[src/sv/bbp_pkg.sv]
`default_nettype none

package bbp_pkg;

   typedef enum logic [2:0] {
      CSR_RED_MASK    = 3'd0,
      CSR_GREEN_MASK  = 3'd1,
      CSR_BLUE_MASK   = 3'd2,
      CSR_BYTES_PIXEL = 3'd3,
      CSR_USE_FIELDS  = 3'd4,
      CSR_OUT_ORDER   = 3'd5
   } csr_index_type;

   localparam logic [31:0] RED_MASK_555   = 32'h0000_7C00;
   localparam logic [31:0] GREEN_MASK_555 = 32'h0000_03E0;
   localparam logic [31:0] BLUE_MASK_555  = 32'h0000_001F;
   localparam logic [31:0] RED_MASK_888   = 32'h00FF_0000;
   localparam logic [31:0] GREEN_MASK_888 = 32'h0000_FF00;
   localparam logic [31:0] BLUE_MASK_888  = 32'h0000_00FF;

   localparam logic [2:0] BPP_RESET   = 3'd4;
   localparam logic [7:0] ALPHA_OPAQUE = 8'hFF;

   // scale by 255/(2^n-1) as a multiply by ceil(2^25/(2^n-1)) and a shift
   localparam int unsigned RECIP_SHIFT = 25;
   localparam int unsigned RECIP_BITS  = 26;

   typedef struct packed {
      logic [31:0] pixel_word;
      logic        pixel_present;
   } pixel_in_type;

   typedef struct packed {
      logic [7:0] out_byte0;
      logic [7:0] out_byte1;
      logic [7:0] out_byte2;
      logic [7:0] out_byte3;
      logic       format_error;
   } pixel_out_type;

   typedef struct packed {
      logic       ok;
      logic [4:0] shift;
      logic [3:0] width;
   } chan_info_type;

   function automatic logic [RECIP_BITS-1:0] scale_recip(input logic [3:0] width);
      logic [RECIP_BITS-1:0] r;
      unique case (width)
         4'd1:    r = 26'd33554432;
         4'd2:    r = 26'd11184811;
         4'd3:    r = 26'd4793491;
         4'd4:    r = 26'd2236963;
         4'd5:    r = 26'd1082402;
         4'd6:    r = 26'd532611;
         4'd7:    r = 26'd264209;
         4'd8:    r = 26'd131587;
         default: r = '0;
      endcase
      return r;
   endfunction

endpackage

`default_nettype wire

[src/sv/bbp_mask_decode.sv]
`default_nettype none

module bbp_mask_decode
   import bbp_pkg::*;
#(
   parameter int unsigned MAX_CHANNEL_BITS = 8
) (
   input  wire logic [31:0]   mask,
   output chan_info_type      info
);

   logic [31:0] low_bit;
   logic [31:0] carry_sum;
   logic [4:0]  shift;
   logic [31:0] mask_sh;
   logic [3:0]  width;
   logic        contiguous;
   logic        narrow;

   always_comb begin
      low_bit   = mask & (~mask + 32'd1);
      // a contiguous run plus its lowest bit leaves none of the run set
      carry_sum = mask + low_bit;
      contiguous = (carry_sum & mask) == 32'd0;
      for (int k = 0; k < 5; k++) begin
         shift[k] = 1'b0;
         for (int i = 0; i < 32; i++) begin
            if (((i >> k) & 1) == 1) begin
               shift[k] = shift[k] | low_bit[i];
            end
         end
      end
      mask_sh = mask >> shift;
      narrow  = (mask_sh >> MAX_CHANNEL_BITS) == 32'd0 && mask_sh[31:8] == 24'd0;
      width   = 4'd0;
      for (int i = 0; i < 8; i++) begin
         width = width + {3'd0, mask_sh[i]};
      end
      info.ok    = (mask != 32'd0) && contiguous && narrow;
      info.shift = shift;
      info.width = width;
   end

endmodule

`default_nettype wire

[src/sv/bbp_chan_scale.sv]
`default_nettype none

module bbp_chan_scale
   import bbp_pkg::*;
(
   input  wire logic [31:0]   word,
   input  wire chan_info_type info,
   output logic [7:0]         value
);

   logic [31:0]                      word_sh;
   logic [7:0]                       field_mask;
   logic [7:0]                       field;
   logic [15:0]                      times_255;
   logic [16+RECIP_BITS-1:0]         product;

   always_comb begin
      word_sh = word >> info.shift;
      for (int i = 0; i < 8; i++) begin
         field_mask[i] = (4'(i) < info.width);
      end
      field     = word_sh[7:0] & field_mask;
      times_255 = {field, 8'h00} - {8'h00, field};
      product   = (16+RECIP_BITS)'(times_255) * (16+RECIP_BITS)'(scale_recip(info.width));
      value     = product[RECIP_SHIFT+7:RECIP_SHIFT];
   end

endmodule

`default_nettype wire

[src/sv/bmp_bitfield_pixel_to_rgba8.sv]
`default_nettype none

// the result strobe leaves the result register, which follows the input register; one pixel
// per cycle throughput, busy never rises (mask decode before the input register, field
// extract and scale before the result register)
// reset: synchronous, restores the default masks, 4 bytes per pixel, fixed masks,
// b,g,r,a order, and drops any pixel in flight; the receiver cannot stall
module bmp_bitfield_pixel_to_rgba8
   import bbp_pkg::*;
#(
   parameter int unsigned MAX_CHANNEL_BITS = 8
) (
   input  wire logic          clock,
   input  wire logic          reset,
   input  wire logic          start,
   output logic               busy,
   input  wire pixel_in_type  req_data,
   output logic               rsp_valid,
   output pixel_out_type      rsp_data,
   input  wire logic          csr_valid,
   output logic               csr_ready,
   input  wire logic [2:0]    csr_index,
   input  wire logic [31:0]   csr_wdata
);

   logic [31:0]   red_mask_ff, green_mask_ff, blue_mask_ff;
   logic [2:0]    bpp_ff;
   logic          use_fields_ff;
   logic          order_ff;

   logic          accept;
   logic          bpp_two, bpp_three;
   logic [31:0]   word_in;
   logic [31:0]   red_sel, green_sel, blue_sel;
   chan_info_type red_info, green_info, blue_info;

   logic          stg_valid_ff;
   logic [31:0]   word_ff;
   chan_info_type red_info_ff, green_info_ff, blue_info_ff;
   logic          stg_order_ff;

   logic [7:0]    red_val, green_val, blue_val;
   logic          fmt_ok;
   logic [7:0]    red_out, green_out, blue_out;
   pixel_out_type rsp_in;
   pixel_out_type rsp_ff;
   logic          rsp_valid_ff;

   assign busy      = 1'b0;
   assign csr_ready = 1'b1;
   assign accept    = start && !busy;

   // config registers
   always_ff @(posedge clock) begin
      if (reset) begin
         red_mask_ff   <= RED_MASK_888;
         green_mask_ff <= GREEN_MASK_888;
         blue_mask_ff  <= BLUE_MASK_888;
         bpp_ff        <= BPP_RESET;
         use_fields_ff <= 1'b0;
         order_ff      <= 1'b0;
      end else if (csr_valid && csr_ready) begin
         unique case (csr_index)
            CSR_RED_MASK:    red_mask_ff   <= csr_wdata;
            CSR_GREEN_MASK:  green_mask_ff <= csr_wdata;
            CSR_BLUE_MASK:   blue_mask_ff  <= csr_wdata;
            CSR_BYTES_PIXEL: bpp_ff        <= csr_wdata[2:0];
            CSR_USE_FIELDS:  use_fields_ff <= csr_wdata[0];
            CSR_OUT_ORDER:   order_ff      <= csr_wdata[0];
            default: ;
         endcase
      end
   end

   // pixel size saturates to 2..4
   always_comb begin
      bpp_two   = bpp_ff < 3'd3;
      bpp_three = bpp_ff == 3'd3;
      if (!req_data.pixel_present) begin
         word_in = 32'd0;
      end else if (bpp_two) begin
         word_in = {16'd0, req_data.pixel_word[15:0]};
      end else if (bpp_three) begin
         word_in = {8'd0, req_data.pixel_word[23:0]};
      end else begin
         word_in = req_data.pixel_word;
      end
      if (use_fields_ff) begin
         red_sel   = red_mask_ff;
         green_sel = green_mask_ff;
         blue_sel  = blue_mask_ff;
      end else if (bpp_two) begin
         red_sel   = RED_MASK_555;
         green_sel = GREEN_MASK_555;
         blue_sel  = BLUE_MASK_555;
      end else begin
         red_sel   = RED_MASK_888;
         green_sel = GREEN_MASK_888;
         blue_sel  = BLUE_MASK_888;
      end
   end

   bbp_mask_decode #(.MAX_CHANNEL_BITS(MAX_CHANNEL_BITS)) u_red_dec (
      .mask (red_sel),
      .info (red_info)
   );

   bbp_mask_decode #(.MAX_CHANNEL_BITS(MAX_CHANNEL_BITS)) u_green_dec (
      .mask (green_sel),
      .info (green_info)
   );

   bbp_mask_decode #(.MAX_CHANNEL_BITS(MAX_CHANNEL_BITS)) u_blue_dec (
      .mask (blue_sel),
      .info (blue_info)
   );

   // input register
   always_ff @(posedge clock) begin
      if (reset) begin
         stg_valid_ff <= 1'b0;
      end else begin
         stg_valid_ff <= accept;
      end
   end

   always_ff @(posedge clock) begin
      if (accept) begin
         word_ff       <= word_in;
         red_info_ff   <= red_info;
         green_info_ff <= green_info;
         blue_info_ff  <= blue_info;
         stg_order_ff  <= order_ff;
      end
   end

   bbp_chan_scale u_red_scale (
      .word  (word_ff),
      .info  (red_info_ff),
      .value (red_val)
   );

   bbp_chan_scale u_green_scale (
      .word  (word_ff),
      .info  (green_info_ff),
      .value (green_val)
   );

   bbp_chan_scale u_blue_scale (
      .word  (word_ff),
      .info  (blue_info_ff),
      .value (blue_val)
   );

   always_comb begin
      fmt_ok    = red_info_ff.ok && green_info_ff.ok && blue_info_ff.ok;
      red_out   = fmt_ok ? red_val   : 8'd0;
      green_out = fmt_ok ? green_val : 8'd0;
      blue_out  = fmt_ok ? blue_val  : 8'd0;
      rsp_in.out_byte0    = stg_order_ff ? red_out : blue_out;
      rsp_in.out_byte1    = green_out;
      rsp_in.out_byte2    = stg_order_ff ? blue_out : red_out;
      rsp_in.out_byte3    = ((red_out | green_out | blue_out) != 8'd0) ? ALPHA_OPAQUE : 8'd0;
      rsp_in.format_error = !fmt_ok;
   end

   // result register
   always_ff @(posedge clock) begin
      if (reset) begin
         rsp_valid_ff <= 1'b0;
      end else begin
         rsp_valid_ff <= stg_valid_ff;
      end
   end

   always_ff @(posedge clock) begin
      if (stg_valid_ff) begin
         rsp_ff <= rsp_in;
      end
   end

   assign rsp_valid = rsp_valid_ff;
   assign rsp_data  = rsp_ff;

`ifndef NO_ASSERTIONS
   a_beat_reaches_result: assert property (@(posedge clock) disable iff (reset)
      accept |=> ##1 rsp_valid)
      else $error("accepted beat did not produce a result");

   a_error_zero_bytes: assert property (@(posedge clock) disable iff (reset)
      rsp_valid && rsp_data.format_error |->
         rsp_data.out_byte0 == 8'd0 && rsp_data.out_byte1 == 8'd0 &&
         rsp_data.out_byte2 == 8'd0 && rsp_data.out_byte3 == 8'd0)
      else $error("format error with nonzero bytes");

   a_alpha_matches_color: assert property (@(posedge clock) disable iff (reset)
      rsp_valid |->
         (rsp_data.out_byte3 == ALPHA_OPAQUE) ==
         ((rsp_data.out_byte0 | rsp_data.out_byte1 | rsp_data.out_byte2) != 8'd0))
      else $error("alpha disagrees with color bytes");

   a_no_spurious_result: assert property (@(posedge clock) disable iff (reset)
      rsp_valid |-> $past(stg_valid_ff))
      else $error("result strobe without a staged beat");
`endif

endmodule

`default_nettype wire

[config.mk]
export PLATFORM = sky130hd
export DESIGN_NAME = bmp_bitfield_pixel_to_rgba8
export DESIGN_NICKNAME = d
export VERILOG_FILES = /design/src/sv/bbp_pkg.sv /design/src/sv/bbp_mask_decode.sv /design/src/sv/bbp_chan_scale.sv /design/src/sv/bmp_bitfield_pixel_to_rgba8.sv
export SDC_FILE = /design/constraint.sdc
export NUM_CORES = 2
export LEC_CHECK = 0
export ABC_AREA = 1
export BUFFER_PORTS_ARGS = -buffer_cell sky130_fd_sc_hd__buf_2
export CAP_MARGIN = 5
export CORE_AREA = 2 2 366 259
export CTS_CLUSTER_DIAMETER = 40
export DETAILED_ROUTE_END_ITERATION = 16
export DIE_AREA = 0 0 368 261
export PLACE_DENSITY = 0.86
export SYNTH_ARGS = -nofsm -noshare
export SYNTH_HDL_FRONTEND = slang
export SYNTH_SLANG_ARGS = --single-unit
[constraint.sdc]
create_clock -name clock -period 10.3 [get_ports clock]
set_clock_uncertainty 0.15 [all_clocks]
set_input_delay 1.545 -clock clock [delete_from_list [all_inputs] [get_ports clock]]
set_output_delay 1.545 -clock clock [all_outputs]
set_load 0.02 [all_outputs]
Yosys cells after proc, flatten, opt, wreduce, memory -nomap -nowiden. Memory sizes are Yosys's and may differ from the RTL's. A register that Yosys moved wholly into a read port is not among the register bits. Index checks and enable logic that the tools add are counted. W data, S select, Z words.

Input port bits: 72. Memories: 3. Register bits: 199. Logic and storage cells: 389. Memory bits (read-only): 960. Output and inout port bits: 36.

Memories: (name not given) (words 16, bits a word 20, rd ports 1, clocked after memory_dff 1, write ports 0, RTL line bbp_pkg.sv:49) `unique case (width)`; (name not given) (words 16, bits a word 20, rd ports 1, clocked after memory_dff 1, write ports 0, RTL line bbp_pkg.sv:49); (name not given) (words 16, bits a word 20, rd ports 1, clocked after memory_dff 1, write ports 0, RTL line bbp_pkg.sv:49).

Add/sub/neg operators: 30. Bitwise operators: 240. Muxes and demuxes: 16. $mul: 3. Shift-type cells: 6. Magnitude comparators: 25. Reduce and logical (&&, ||, !) cells: 34. Equal/unequal tests: 6.

Operators with widths (number): $or A1 B1 Y1 (225); $and A32 B32 Y32 (6); $logic_not A32 Y1 (6); $mul A16 B26 Y33 (3); $add A32 B1 Y32 const B (3); $add A32 B32 Y32 (3); $mux W32 (3); $not A32 Y32 (3); $reduce_bool A32 Y1 (3); $shr A32 B5 Y32 (3); $shr A32 B5 Y8 (3); $add A4 B1 Y4 (18); $logic_not A24 Y1 (3); $mux W8 (7); $lt A3 B4 Y1 const A (12); $sub A16 B8 Y16 (3); $mux W16 (2); $and A8 B8 Y8 (3); $lt A1 B4 Y1 const A (6); $lt A2 B4 Y1 const A (6); $mux W24 (1); $or A8 B8 Y8 (2); $mux W4 (3); $reduce_and A2 Y1 (6); other kinds (12) (27).

Longest topological paths before layout.
Depth in word-level cells: 30. Mapped depth: 50. Mapped depth without buffers: 49.

Cells and area by module. A second synthesis with hierarchy kept.

Cell total of the unflattened synthesis: 8239. Area, all modules: 54073.1 sq um.

Modules (own cells, without submodules): bbp_chan_scale (u_blue_scale) (seq. area each 0.0 sq um, cells each 1567, area each 11340.9 sq um, times used 1); bbp_chan_scale (u_red_scale) (seq. area each 0.0 sq um, cells each 1571, area each 11190.7 sq um, times used 1); bbp_chan_scale (u_green_scale) (seq. area each 0.0 sq um, cells each 1548, area each 11076.9 sq um, times used 1); bbp_mask_decode (u_blue_dec ...) (seq. area each 0.0 sq um, cells each 865, area each 4162.7 sq um, times used 2); bmp_bitfield_pixel_to_rgba8 (seq. area each 4734.5 sq um, cells each 932, area each 7906.3 sq um, times used 1); bbp_mask_decode (u_green_dec) (seq. area each 0.0 sq um, cells each 891, area each 4232.8 sq um, times used 1).

Worst setup path before layout. OpenSTA, ideal clock, no wires.

Kind: reg-to-reg. Start point: register blue_info_ff[5] (netlist name). End point: register rsp_ff, in the netlist rsp_data[7] (data pin). Cell stages (with the launch flop): 42. Setup time: 0.265 ns. Data required time: 9.885 ns. Path buffers: 3. Period minus slack after synthesis: 8.422 ns. Path slack: 1.878 ns. Arrival: 8.007 ns. Cells stage by stage: edfxtp_1 -> inv_1 -> buf_1 -> mux2i_1 -> nand2_1 -> nand3_1 -> nand4_1 -> nand3_1 -> clkbuf_1 -> ha_1 -> inv_1 -> nor2_1 -> nand2_1 -> xor2_1 -> inv_1 -> clkbuf_1 -> nor2_1 -> fa_1 -> (+6 left out) -> inv_1 -> fa_1 -> inv_1 -> fa_1 -> inv_1 -> ha_1 -> nand2_1 -> nand2_1 -> a21boi_0 -> nor4_1 -> a2111oi_0 -> nand3_1 -> nand3_1 -> nand4_1 -> nor3_1 -> nand2_1 -> nor2_1 -> nand4_1.

Longest elaborated chain between the ends: 8.

RTL lines: start, declared (RTL line bmp_bitfield_pixel_to_rgba8.sv:39) `chan_info_type red_info_ff, green_info_ff, blue_info_ff;`; start signal, assigned (RTL line bmp_bitfield_pixel_to_rgba8.sv:132) `blue_info_ff <= blue_info;`; $shr A32 B5 Y8 (RTL line bbp_chan_scale.sv:18) `word_sh = word >> info.shift;`; $and A8 B8 Y8 (RTL line bbp_chan_scale.sv:22) `field = word_sh[7:0] & field_mask;`; $sub A16 B8 Y16 (RTL line bbp_chan_scale.sv:23) `times_255 = {field, 8'h00} - {8'h00, field};`; $mul A16 B26 Y33 (RTL line bbp_chan_scale.sv:24) `product = (16+RECIP_BITS)'(times_255) * (16+RECIP_BITS)'(scale_recip(info.width));`; $mux W8 (RTL line bmp_bitfield_pixel_to_rgba8.sv:159) `blue_out = fmt_ok ? blue_val : 8'd0;`; $or A8 B8 Y8 (RTL line bmp_bitfield_pixel_to_rgba8.sv:163) `rsp_in.out_byte3 = ((red_out | green_out | blue_out) != 8'd0) ? ALPHA_OPAQUE : 8'd0;`; $reduce_bool A8 Y1 (RTL line bmp_bitfield_pixel_to_rgba8.sv:163); $mux W8 (RTL line bmp_bitfield_pixel_to_rgba8.sv:163); end signal, assigned (RTL line bmp_bitfield_pixel_to_rgba8.sv:178) `rsp_ff <= rsp_in;`; end, declared (RTL line bmp_bitfield_pixel_to_rgba8.sv:46) `pixel_out_type rsp_ff;`.

Every way passes these cells. A chain may end at the register's enable or synchronous reset.

Worst setup path in the final report.
Start point: register green_info_ff[4] (netlist name). End point: register rsp_ff, in the netlist rsp_data[7] (data pin).

Longest elaborated chain between the ends: 9.

RTL lines: start, declared (RTL line bmp_bitfield_pixel_to_rgba8.sv:39); start signal, assigned (RTL line bmp_bitfield_pixel_to_rgba8.sv:131) `green_info_ff <= green_info;`; $shr A32 B5 Y8 (RTL line bbp_chan_scale.sv:18); $and A8 B8 Y8 (RTL line bbp_chan_scale.sv:22); $sub A16 B8 Y16 (RTL line bbp_chan_scale.sv:23); $mul A16 B26 Y33 (RTL line bbp_chan_scale.sv:24); $mux W8 (RTL line bmp_bitfield_pixel_to_rgba8.sv:158) `green_out = fmt_ok ? green_val : 8'd0;`; $or A8 B8 Y8 (2 in a row) (RTL line bmp_bitfield_pixel_to_rgba8.sv:163); $reduce_bool A8 Y1 (RTL line bmp_bitfield_pixel_to_rgba8.sv:163); $mux W8 (RTL line bmp_bitfield_pixel_to_rgba8.sv:163).

Every way passes these cells.

==> summary.md <==
| Metric | Value |
|---|---|
| Critical Path RT | about 10 ns |
| Drt first-iter violations | approximately 9800 |
| Crit end category | flip-flop |
| Final Util | a little over three fifths |
| Max stage delay on crit path | a little under 0.7 ns |
| Max-slew headroom at the worst pin | about 28% |
| DRC Markers | 0 |
| Reg area | 5700 sq um |
| Setup tns final | 0 ns |
| GR Util All Layers | approximately 44% |
| Slew @ Worst Pin | between 1 and 1.5 ns |
| Crit Path Category | reg -> reg |
| Vias post-DR | around 60000 |
| Post-synth EDFFs | just under 90 |
| Die X | around 370 um |
| Distinct cell type count after synthesis | 71 |
| # setup viols final | 0 |
| Synth async-reset ratio | 0% |
| Clock tree buffer depth | 3 |
| Synth top area cells | fa_1 24%, nand2_1 13%, inv_1 11% |
| Max-cap check violation count | 0 |
| Post-Synthesis Cells | 8498 |
| Via density per instance | 6.06 |
| Die Y | around 260 um |
| Clock Tree Root | clkbuf_16 |
| Clock Latency Late Sink | ~0.6 ns |
| Final worst path period share | 97.1% |
| Fin. Hold Viols | 0 |
| Post-DP HPWL | ~180 mm |
| Synthesized cell area | between 50000 and 60000 sq um |
| Die ar. | 96000 sq um |
| Pwr dens | approximately 330 nW/um^2 |
| Worst Setup SP | green_info_ff[4] |
| Worst R2R Setup Slack | 0.30 ns |
| Cell depth of the worst flop-to-flop path | 38 |
| I/O Pins | 108 |
| Vias in the first global route | roughly 56000 |
| Fraction of layout instances using a drive strength above 1 | 5.24% |
| FF-to-FF Start | green_info_ff[4] |
| Detail Route Antenna Nets | 0 |
| Worst setup endpoint | rsp_data[7] |
| Fillers | approximately 8700 |
| CORE AREA | 92900 sq um |
| WP data arrival | around 10 ns |
| CTS tree | built |
| Hold WC Path Type | reg -> reg |
| Syn_area_per_cell | between 6 and 7 sq um |
| CP startpoint kind | flip-flop |
| Final GP Congestion | 1.09 |
| Outcome | finished clean |
| Clk sinks | 240 |
| Number of CTS-inserted buffers | 40 |
| Worst IR drop on VDD | around 0.45 mV |
| Rows | 94 |
| Seq/Total Area, Yosys | about a tenth |
| Critical path's slowest cell | edfxtp_1 |
| Syn Nets | approximately 9700 |
| Htree depth | 2 |
| Antenna violations before repair | 5 |
| CP Max Fanout | 21 |
| R2r endpoint | rsp_data[7] |
| Primary FF master, synth | dfxtp_1 |
| LEAKAGE | 30.2 nW |
| Area Overhead vs Synth | 5.90% |
| Initial Util | slightly below 60% |
| Synth top area share | 23.6% |
| Drt first pass iters | 7 |
| Global-route wire length before repair | around 330 mm |
| Biggest area consumer among synthesized cells | fa_1 |
| Final nets | 9669 |
| Number of buffer cells added on primary ports | ~110 |
| Area of the multi-input gates | approximately 42000 sq um |
| Worst-path clk slew | approximately 0.060 ns |
| Fmax achieved | roughly 100 MHz |
| Synthesis-stage register bit count | 240 |
| Yosys warnings | 0 |
| Unrepaired setup endpoints after global routing | false |
| Largest net degree at the start of global routing | 99 |
| Congestion Overflow GR | 0 |
| Routed WL per cell | 22.0 um |
| Tmin final | roughly 10 ns |
| Total Wirelength | roughly 220 mm |
| Max-slew violation count | 0 |
==> synthesized netlist by cell type (all sizes together), types with 2 or more instances <==
master and count:
mux2i 28, o21bai 14, nand4 167, nand3b 27, a31oi 31, nand2 1938, nor2 1321, fa 651
a31o 2, clkbuf 154, nor3 91, a2111oi 6, o31ai 10, a21oi 210, and2 10, edfxtp 89
or2 27, ha 439, buf 100, nor3b 4, o22ai 10, o211ai 45, nand3 683, o21ai 491
xor2 15, o221ai 5, o21a 12, nor4 33, a211oi 4, dfxtp 151, conb 2, a21o 9
a21boi 7, xnor2 11, o311ai 6, a221oi 2, clkinv 21, inv 1646, o2111ai 6, and3 6
a22oi 6
==> cell usage in the layout (no fill, tap or decap), types with 45 or more instances in the layout <==
cell,count
a21oi_1,208
buf_2,104
buf_4,113
dfxtp_1,150
edfxtp_1,89
fa_1,651
ha_1,439
inv_1,1602
nand2_1,1912
nand3_1,677
nand4_1,162
nor2_1,1288
nor3_1,87
o211ai_1,45
o21ai_0,465
==> critical path, delay by kind of cell, from the launching register on <==
kind / cells / cell delay (ns)
compound gates: 12 / 2.36
fa+ha+maj: 7 / 3.12
buf+inv: 4 / 0.89
flops: 1 / 0.69
simple gates: 15 / 2.49
==> how the worst min path moves through the flow <==
stage	from	endpoint	slack, ns	depth (start not counted)
2_1_floorplan	order_ff	stg_order_ff	0.26	0
3_3_place_gp	red_mask_ff[22]	red_mask_ff[22]	0.28	2
3_5_place_dp	red_mask_ff[23]	red_mask_ff[23]	0.29	2
4_1_cts	red_mask_ff[23]	red_mask_ff[23]	0.31	2
5_1_grt	red_mask_ff[23]	red_mask_ff[23]	0.33	2
6_report	red_mask_ff[23]	red_mask_ff[23]	0.31	2
==> layout make-up <==
| class | count | share of cell area [%] |
|---|---|---|
| tap | 1248 | 2.67 |
| inverter | 1667 | 10.7 |
| timing repair buffer | 220 | 2.42 |
| clock buffer | 44 | 1.83 |
| timing repair inverter | 1 | 0.00856 |
| antenna | 3 | 0.0128 |
| multi-input combinational | 6337 | 72.0 |
| sequential | 240 | 9.75 |
| clock inverter | 29 | 0.601 |
==> metrics by stage <==
step                      cell area (sq um)  cells  setup slack [ns]  total power [mW]  hold slack [ns]
after CTS                             58400   9783             0.192              18.8            0.306
after global placement                57000   9710             0.288              16.7            0.283
after detailed placement              57000   9710             0.345              17.2            0.293
after global routing                  58500   9786           0.00598              21.1            0.325
final                                 58500   9789             0.297              19.5            0.307
after floorplan                       55200   8498              1.88              12.1            0.259
==> cells by family after synthesis <==
family,count (synthesis),share of synthesized area (%)
AOI/OAI and AO/OA,882,8.84
xor gates and xnor gates,26,0.412
adders and majority gates,1090,33.6
buffers and inverters,1921,13.5
DFF,240,10.3
muxes,28,0.508
other,2,0.0136
and+or+nand+nor,4309,32.9
==> power breakdown <==
group	switching, mW	internal, mW
combinational	11.1	5.66
clock	0.578	0.835
sequential	0.215	1.14
==> repair_timing <==
action | in CTS | in global routing
gates resized for setup | 0 | 8
setup endpoints to repair | 0 | 13
hold buffers | 0 | 0
setup buffers | 0 | 2
endpoints found under the hold margin | 0 | 0
==> routing by layer <==
layer | track usage, % | share of wire, % | up-vias
li1 | - | - | 26600
met1 | 65.0 | 42 | 27700
met2 | 59.1 | 37 | 4430
met3 | 18.4 | 18 | 531
met4 | 12.4 | 3.3 | 10
met5 | 0.481 | 0.047 | -
(Power assumes the default switching activity.)
